### src/hw/rtl/lirs_pkg.sv
// Shared types and constants for the linear interpolation resampler.
package lirs_pkg;

  localparam int unsigned SampleW = 16;
  localparam int unsigned StepW   = 34;
  localparam int unsigned PhaseW  = 35;
  localparam int unsigned DeltaW  = SampleW + 1;
  localparam int unsigned CntW    = 2;

  // 1.0 in Q32, carried at the accumulator width.
  localparam logic [PhaseW-1:0] ONE_Q32 = PhaseW'(64'd1 << 32);
  // Last result slot that a frame may use before the run is cut off.
  localparam logic [CntW-1:0] LAST_SLOT = CntW'(3);

  localparam logic CFG_PHASE_STEP  = 1'b0;
  localparam logic CFG_STEREO_MODE = 1'b1;

  typedef struct packed {
    logic signed [SampleW-1:0] left_sample;
    logic signed [SampleW-1:0] right_sample;
  } in_word_t;

  typedef struct packed {
    logic signed [SampleW-1:0] out_sample;
    logic                      last_of_run;
  } out_word_t;

  typedef enum logic [2:0] {
    S_IDLE,
    S_START,
    S_MUL,
    S_EMIT,
    S_FIN
  } state_t;

endpackage

### src/hw/rtl/linear_interp_resampler_unit.sv
// Top level of the linear interpolation resampler: sequencer, state and handshakes.
// A first frame after reset or a phase_step write is passed through S_START to the output register.
// A later frame that yields k words (1 to 4) runs S_MUL and S_EMIT once per word, and one that
// yields none only S_MUL; both end in S_FIN. The multiplier and phase adder are shared by all words.
// Results leave through an output register, so a frame may be accepted while the last word
// of the previous one is still stalled. Reset (synchronous, active low) sets phase_step to 1.0,
// mono mode, and clears the started flag, the previous sample and the phase accumulator.
module linear_interp_resampler_unit (
  input  logic                                clk,
  input  logic                                rst_n,
  input  logic                                in_valid,
  output logic                                in_stall,
  input  lirs_pkg::in_word_t                  in_word,
  output logic                                out_valid,
  input  logic                                out_stall,
  output lirs_pkg::out_word_t                 out_word,
  input  logic                                cfg_we,
  input  logic                                cfg_index,
  input  logic [lirs_pkg::StepW-1:0]          cfg_data
);

  // Configuration registers.
  logic [lirs_pkg::StepW-1:0]  step_r;
  logic                        stereo_r;

  // Converter state.
  lirs_pkg::state_t                    state_r, state_nxt;
  logic                                started_r, started_nxt;
  logic signed [lirs_pkg::SampleW-1:0] prev_r, prev_nxt;
  logic signed [lirs_pkg::SampleW-1:0] cur_r, cur_nxt;
  logic [lirs_pkg::PhaseW-1:0]         phase_r, phase_nxt;
  logic [lirs_pkg::CntW-1:0]           cnt_r, cnt_nxt;

  // Output register.
  logic                                out_valid_r, out_valid_nxt;
  lirs_pkg::out_word_t                 out_word_r, out_word_nxt;

  logic                                in_take;
  logic                                slot_free;
  logic signed [lirs_pkg::SampleW:0]   lr_sum;
  logic signed [lirs_pkg::SampleW:0]   lr_sum_adj;
  logic signed [lirs_pkg::SampleW-1:0] frame_val;
  logic [lirs_pkg::PhaseW-1:0]         eff_step;
  logic [lirs_pkg::PhaseW-1:0]         add_b;
  logic [lirs_pkg::PhaseW-1:0]         add_sum;
  logic signed [lirs_pkg::DeltaW-1:0]  delta;
  logic signed [lirs_pkg::SampleW-1:0] scaled;
  logic                                mul_en;

  assign in_stall  = (state_r != lirs_pkg::S_IDLE);
  assign in_take   = in_valid && !in_stall;
  assign slot_free = !out_valid_r || !out_stall;

  // Stereo downmix: the sum is halved with truncation toward zero, so a negative
  // sum is bumped by one before the arithmetic shift.
  assign lr_sum     = {in_word.left_sample[lirs_pkg::SampleW-1], in_word.left_sample}
                    + {in_word.right_sample[lirs_pkg::SampleW-1], in_word.right_sample};
  assign lr_sum_adj = lr_sum + {{lirs_pkg::SampleW{1'b0}}, lr_sum[lirs_pkg::SampleW]};
  assign frame_val  = stereo_r ? lr_sum_adj[lirs_pkg::SampleW:1] : in_word.left_sample;

  // A zero step behaves as the smallest Q32 step.
  assign eff_step = (step_r == '0) ? lirs_pkg::PhaseW'(1) : {1'b0, step_r};

  // The one phase adder: advances by the step while emitting, and takes 1.0 off
  // when the frame is finished.
  assign add_b   = (state_r == lirs_pkg::S_FIN) ? (~lirs_pkg::ONE_Q32 + lirs_pkg::PhaseW'(1))
                                                : eff_step;
  assign add_sum = phase_r + add_b;

  assign delta  = {cur_r[lirs_pkg::SampleW-1], cur_r} - {prev_r[lirs_pkg::SampleW-1], prev_r};
  assign mul_en = (state_r == lirs_pkg::S_MUL) && (phase_r <= lirs_pkg::ONE_Q32);

  lirs_mul u_mul (
    .clk    (clk),
    .en     (mul_en),
    .delta  (delta),
    .phase  (phase_r[32:0]),
    .scaled (scaled)
  );

  // Sequencer: one frame at a time; each word passes through a multiply state and an emit state.
  always_comb begin
    state_nxt     = state_r;
    started_nxt   = started_r;
    prev_nxt      = prev_r;
    cur_nxt       = cur_r;
    phase_nxt     = phase_r;
    cnt_nxt       = cnt_r;
    out_valid_nxt = out_valid_r && out_stall;
    out_word_nxt  = out_word_r;

    case (state_r)
      lirs_pkg::S_IDLE: begin
        if (in_take) begin
          cur_nxt   = frame_val;
          cnt_nxt   = '0;
          state_nxt = started_r ? lirs_pkg::S_MUL : lirs_pkg::S_START;
        end
      end
      lirs_pkg::S_START: begin
        // The first frame goes straight through and primes the phase with the step.
        if (slot_free) begin
          out_valid_nxt            = 1'b1;
          out_word_nxt.out_sample  = cur_r;
          out_word_nxt.last_of_run = 1'b1;
          prev_nxt                 = cur_r;
          phase_nxt                = eff_step;
          started_nxt              = 1'b1;
          state_nxt                = lirs_pkg::S_IDLE;
        end
      end
      lirs_pkg::S_MUL: begin
        // Only reached with phase above 1.0 when the frame yields no word at all.
        state_nxt = (phase_r <= lirs_pkg::ONE_Q32) ? lirs_pkg::S_EMIT : lirs_pkg::S_FIN;
      end
      lirs_pkg::S_EMIT: begin
        if (slot_free) begin
          out_valid_nxt            = 1'b1;
          out_word_nxt.out_sample  = prev_r + scaled;
          out_word_nxt.last_of_run = (add_sum > lirs_pkg::ONE_Q32) ||
                                     (cnt_r == lirs_pkg::LAST_SLOT);
          phase_nxt                = add_sum;
          cnt_nxt                  = cnt_r + lirs_pkg::CntW'(1);
          state_nxt                = out_word_nxt.last_of_run ? lirs_pkg::S_FIN
                                                              : lirs_pkg::S_MUL;
        end
      end
      lirs_pkg::S_FIN: begin
        // When the word cap stopped the run at or below 1.0, the phase floors at zero.
        phase_nxt = (phase_r > lirs_pkg::ONE_Q32) ? {1'b0, add_sum[lirs_pkg::StepW-1:0]} : '0;
        prev_nxt  = cur_r;
        state_nxt = lirs_pkg::S_IDLE;
      end
      default: begin
        state_nxt = lirs_pkg::S_IDLE;
      end
    endcase

    // A step write restarts the converter; the user must write it only while the block is idle (not enforced here).
    if (cfg_we && (cfg_index == lirs_pkg::CFG_PHASE_STEP)) begin
      started_nxt = 1'b0;
      prev_nxt    = '0;
      phase_nxt   = '0;
    end
  end

  always_ff @(posedge clk) begin
    if (!rst_n) begin
      state_r     <= lirs_pkg::S_IDLE;
      started_r   <= 1'b0;
      prev_r      <= '0;
      phase_r     <= '0;
      cnt_r       <= '0;
      out_valid_r <= 1'b0;
      step_r      <= lirs_pkg::StepW'(64'd1 << 32);
      stereo_r    <= 1'b0;
    end else begin
      state_r     <= state_nxt;
      started_r   <= started_nxt;
      prev_r      <= prev_nxt;
      phase_r     <= phase_nxt;
      cnt_r       <= cnt_nxt;
      out_valid_r <= out_valid_nxt;
      if (cfg_we) begin
        if (cfg_index == lirs_pkg::CFG_PHASE_STEP) begin
          step_r <= cfg_data;
        end else begin
          stereo_r <= cfg_data[0];
        end
      end
    end
  end

  // Payload registers carry no reset.
  always_ff @(posedge clk) begin
    cur_r      <= cur_nxt;
    out_word_r <= out_word_nxt;
  end

  assign out_valid = out_valid_r;
  assign out_word  = out_word_r;

  // A word is only interpolated while the phase lies within the current interval.
  a_emit_phase: assert property (@(posedge clk) disable iff (!rst_n)
    (state_r == lirs_pkg::S_EMIT) |-> (phase_r <= lirs_pkg::ONE_Q32))
    else $error("emit with phase above 1.0");

  // An accepted frame goes either to the pass-through step or to the multiply step.
  a_take_next: assert property (@(posedge clk) disable iff (!rst_n)
    in_take |=> (state_r == lirs_pkg::S_START || state_r == lirs_pkg::S_MUL))
    else $error("frame accepted without starting work");

  // Before the first frame the phase accumulator stays cleared.
  a_unstarted_phase: assert property (@(posedge clk) disable iff (!rst_n)
    (!started_r && state_r == lirs_pkg::S_IDLE) |-> (phase_r == '0))
    else $error("phase nonzero before first frame");

  // A flagged word always ends the frame's run.
  a_last_ends_run: assert property (@(posedge clk) disable iff (!rst_n)
    (state_r == lirs_pkg::S_EMIT && slot_free && out_word_nxt.last_of_run)
      |=> (state_r == lirs_pkg::S_FIN))
    else $error("last word did not finish the frame");

endmodule

### src/hw/rtl/lirs_mul.sv
// Registered signed-by-Q32 multiplier that returns the floored interpolation offset.
module lirs_mul (
  input  logic                                 clk,
  input  logic                                 en,
  input  logic signed [lirs_pkg::DeltaW-1:0]   delta,
  input  logic        [32:0]                   phase,
  output logic signed [lirs_pkg::SampleW-1:0]  scaled
);

  logic signed [50:0]                  prod;
  logic signed [lirs_pkg::SampleW-1:0] scaled_r;

  // Taking the upper bits of a two's complement product is a floor by 2^32.
  assign prod = $signed({{34{delta[lirs_pkg::DeltaW-1]}}, delta}) * $signed({18'b0, phase});

  always_ff @(posedge clk) begin
    if (en) begin
      scaled_r <= prod[47:32];
    end
  end

  assign scaled = scaled_r;

endmodule

### config.mk
export PLATFORM = sky130hd
export DESIGN_NAME = linear_interp_resampler_unit
export DESIGN_NICKNAME = d
export VERILOG_FILES = /design/src/hw/rtl/lirs_pkg.sv /design/src/hw/rtl/linear_interp_resampler_unit.sv /design/src/hw/rtl/lirs_mul.sv
export SDC_FILE = /design/constraint.sdc
export NUM_CORES = 2
export LEC_CHECK = 0
export BUFFER_PORTS_ARGS = -buffer_cell sky130_fd_sc_hd__buf_2
export CORE_ASPECT_RATIO = 0.75
export CORE_MARGIN = 2
export CORE_UTILIZATION = 30
export CTS_CLUSTER_SIZE = 25
export DETAILED_ROUTE_END_ITERATION = 8
export PLACE_DENSITY = 0.52
export REMOVE_ABC_BUFFERS = 1
export SYNTH_ARGS = -nofsm -noshare
export SYNTH_HDL_FRONTEND = slang
export SYNTH_HIERARCHICAL = 1
export SYNTH_SLANG_ARGS = --single-unit
export TNS_END_PERCENT = 10
### constraint.sdc
create_clock -name clk -period 20.7 [get_ports clk]
set_input_delay 2.07 -clock clk [delete_from_list [all_inputs] [get_ports clk]]
set_output_delay 2.07 -clock clk [all_outputs]
set_load 0.03 [all_outputs]
==> results.txt <==
----------------------------------------------------
[Outcome]
  Outcome ... finished clean

[Clock tree]
  Clock transition at path regs ... about 0.080 ns
  Clock latency at the later pin of the worst-skew pair ... roughly 0.47 ns
  Number of buffers between clock root and the deepest sink ... 2
  Cell chosen for the clock root ... sky130_fd_sc_hd__clkbuf_16
  CTS H-tree depth ... 4
  TritonCTS Buffers ... 17
  Number of sinks handled by clock tree synthesis ... between 100 and 150
  CTS tree ... done
  Post-CTS Setup Inserts ... 0
  Post-cts repair resize count ... 0
  Hold buffer count at CTS ... 0

[Route]
  Via count ... ~21k
  Count of unresolved DRC violations after routing ... 0
  Number of search-and-repair iterations in the first detailed-routing pass ... 5
  Vias per inst ... 4.849
  Number of routed nets with antenna violations ... 0
  Routed wire length ... 79,300 µm
  WL per Instance ... roughly 18 µm
  First DRT Iteration DRCs ... roughly 1.6k

[Job]
  Max-capacitance violation count ... 0

[Cells and area]
  Antenna diode instance count ... 0
  Area Overhead vs Synth ... 9.277%
  Top library cells by usage in the layout, fill and taps aside ... sky130_fd_sc_hd__inv_1, sky130_fd_sc_hd__fa_1, sky130_fd_sc_hd__nand2_1
  Most frequent standard cell in the layout excluding fill and tap cells ... sky130_fd_sc_hd__inv_1
  Fraction of final layout cells with drive strength greater than 1 ... approximately 7%
  Number of nets at the end of the flow ... 3,965
  Number of filler cells placed in the layout ... 9,449

[Pwr]
  Power density relative to cell area ... between 70 and 80 nW/µm²
  Leakage power summed over all cells ... 14.19 nW
  Total power ... around 2.2 mW
  Worst VDD drop ... 0.05211 mV

[Critical path]
  Crit. End Element ... flop
  Peak per-stage delay on the critical path ... 0.65 ns
  Critical-path cell with the highest stage delay ... sky130_fd_sc_hd__inv_1
  CP arrival ... 10.04 ns
  Worst setup path category ... flop to flop
  Crit path top cell by count ... sky130_fd_sc_hd__fa_1
  Critical Path Start Type ... flop
  Worst EP required ... ~21 ns
  Worst-path fanout max ... 21

[Logic synthesis]
  Top cell type's share of synthesized area ... approximately a third
  Total of flip-flops plus latches after synthesis ... 142
  Dominant cell type by area after synthesis ... sky130_fd_sc_hd__fa_1
  Number of distinct library cells after synthesis ... just under 80
  EDFF count, synth ... 49
  Most used DFF post-synth ... sky130_fd_sc_hd__dfxtp_1
  Cell area after synthesis ... approximately 27,000 µm²
  Share of async-settable or async-resettable flops after synthesis ... 0%
  Post-Syn Area per Cell ... ~8.6 µm²
  Syn Inst Count ... 3,185
  Yosys warnings ... 6
  Area contributors post-synth ... sky130_fd_sc_hd__fa_1, sky130_fd_sc_hd__ha_1, sky130_fd_sc_hd__inv_1
  Post-synthesis sequential area ratio ... around 12%

[Timing]
  Post-layout min period ... around 10 ns
  Final hold vios ... 0
  Setup violation total in the final timing report ... 0
  Number of slew-limit violations in the final report ... 0
  Slew @ Worst Pin ... between 1 and 1.5 ns
  Setup tns final ... 0 ns
  Max Freq ... a little over 100 MHz
  Setup clock skew after layout ... between 0.02 and 0.025 ns
  Final period utilization ... 47.50%
  Slew margin rel. ... 20.04%
  RSZ-0062 raised after global routing ... false

[Floorplan]
  Top Ports ... 91
  X dimension of the die ... 352.7 µm
  Initial core utilization ... 30.40%
  Area of the core ... between 80,000 and 90,000 µm²
  Rows ... between 90 and 100
  Vertical die dimension ... 265.5 µm
  Die Outline Area ... roughly 94,000 µm²

[Placed design]
  Post-DP HPWL ... slightly above 60,000 µm
  Final weighted congestion in routability-driven placement ... 0.8955
  Total of buffers placed on input and output ports ... 90

[Global route]
  Maximum number of pins on one net before global-route repair ... 44
  Number of global-route vias before repair ... approximately 22k
  Initial antenna violation count ... 2
  GRT Total Usage ... approximately 17%
  First-pass GRT wire length ... ~130,000 µm
  Residual overflow from global routing ... 0

[Hold path]
  Worst Hold Class ... flop to flop

----------------------------------------------------
[cell usage after synthesis, types with 34 or more instances]
library cell               number
sky130_fd_sc_hd__inv_1        566
sky130_fd_sc_hd__fa_1         467
sky130_fd_sc_hd__nand2_1      439
sky130_fd_sc_hd__and2_1       289
sky130_fd_sc_hd__ha_1         221
sky130_fd_sc_hd__nor2_1       179
sky130_fd_sc_hd__clkbuf_1     141
sky130_fd_sc_hd__a21oi_1      107
sky130_fd_sc_hd__dfxtp_1       93
sky130_fd_sc_hd__o21ai_0       73
sky130_fd_sc_hd__xnor2_1       58
sky130_fd_sc_hd__edfxtp_1      49
sky130_fd_sc_hd__nor3_1        49
sky130_fd_sc_hd__a21boi_0      42
sky130_fd_sc_hd__xor2_1        34
[worst paths after layout]
path | startpoint | to | slack, ns | depth (start not counted)
worst max register to register | cur_r[0] | u_mul/scaled[12] | 10.87 | 33
worst max-delay path | cur_r[0] | u_mul/scaled[12] | 10.87 | 33
worst min-delay path | step_r[25] | step_r[25] | 0.50 | 2
worst min register to register | step_r[25] | step_r[25] | 0.50 | 2
[power breakdown]
group / leakage [nW] / switching, mW / internal [mW] / total (mW)
combinational: 12.7 / 0.933 / 0.583 / 1.52
sequential: 1.21 / 0.0277 / 0.326 / 0.354
clock: 0.287 / 0.139 / 0.187 / 0.326
total: 14.2 / 1.10 / 1.10 / 2.20
[through the flow]
step	worst slack, ns	util (%)	hold WS, ns	cell area (µm²)	std cells
finish	10.87	33.22	0.4999	29890	4430
global route	10.10	33.22	0.5317	29890	4430
CTS	10.79	33.22	0.5045	29890	4430
detailed placement	10.78	32.56	0.4938	29300	4398
global placement	10.96	32.56	0.4862	29300	4398
floorplan	12.11	-	0.4562	26820	3044
[kinds of logic (layout without fill, tap and decap cells)]
kind of cell	after synthesis	count (layout)	synth area share (%)
multiplexers	10	10	0.3888
AND/OR/NAND/NOR	1119	1119	19.82
XOR/XNOR	92	92	2.946
buffers and inverters	707	740	9.702
flip-flops	142	142	12.19
adder cells (fa/ha/maj)	688	688	44.29
AO/OA/AOI/OAI	427	427	10.67
[state kept, by name (all words and copies together) (netlist names)]
signal	cells
stereo_r	1
cur_r	16
state_r	3
out_word	17
started_r	1
cnt_r	2
out_valid	1
u_mul/scaled	16
step_r	34
phase_r	35
prev_r	16
[final cells by class]
type                    instances  area (µm²)  area share [%]
multi-input cells            2336       21480           71.87
flip-flops and latches        142        3333           11.15
inverters                     566        2125           7.108
well taps                    1212        1516           5.073
repair buffers                142       840.8           2.813
clock buffers                  21       466.7           1.561
clock inverters                11       126.4          0.4228
[layer usage]
layer,up-vias,track usage [%],wire (µm),part of all wire [%]
met2,606,24.52,31750,40
li1,10090,-,-,-
met4,0,2.322,667,0.84
met5,-,0,0,0
met1,10730,27.44,41670,53
met3,57,2.779,5210,6.6
[worst max-delay path: cells and delay by family (launching register included)]
| kind | cells | cell delay, ns |
|---|---|---|
| DFF | 1 | 0.35 |
| AOI/OAI and AO/OA | 16 | 4.00 |
| xor gates and xnor gates | 1 | 0.14 |
| and+or+nand+nor | 3 | 0.45 |
| adders and majority gates | 9 | 3.80 |
| buffers and inverters | 4 | 0.79 |
Power figures use the tool's default switching activity.
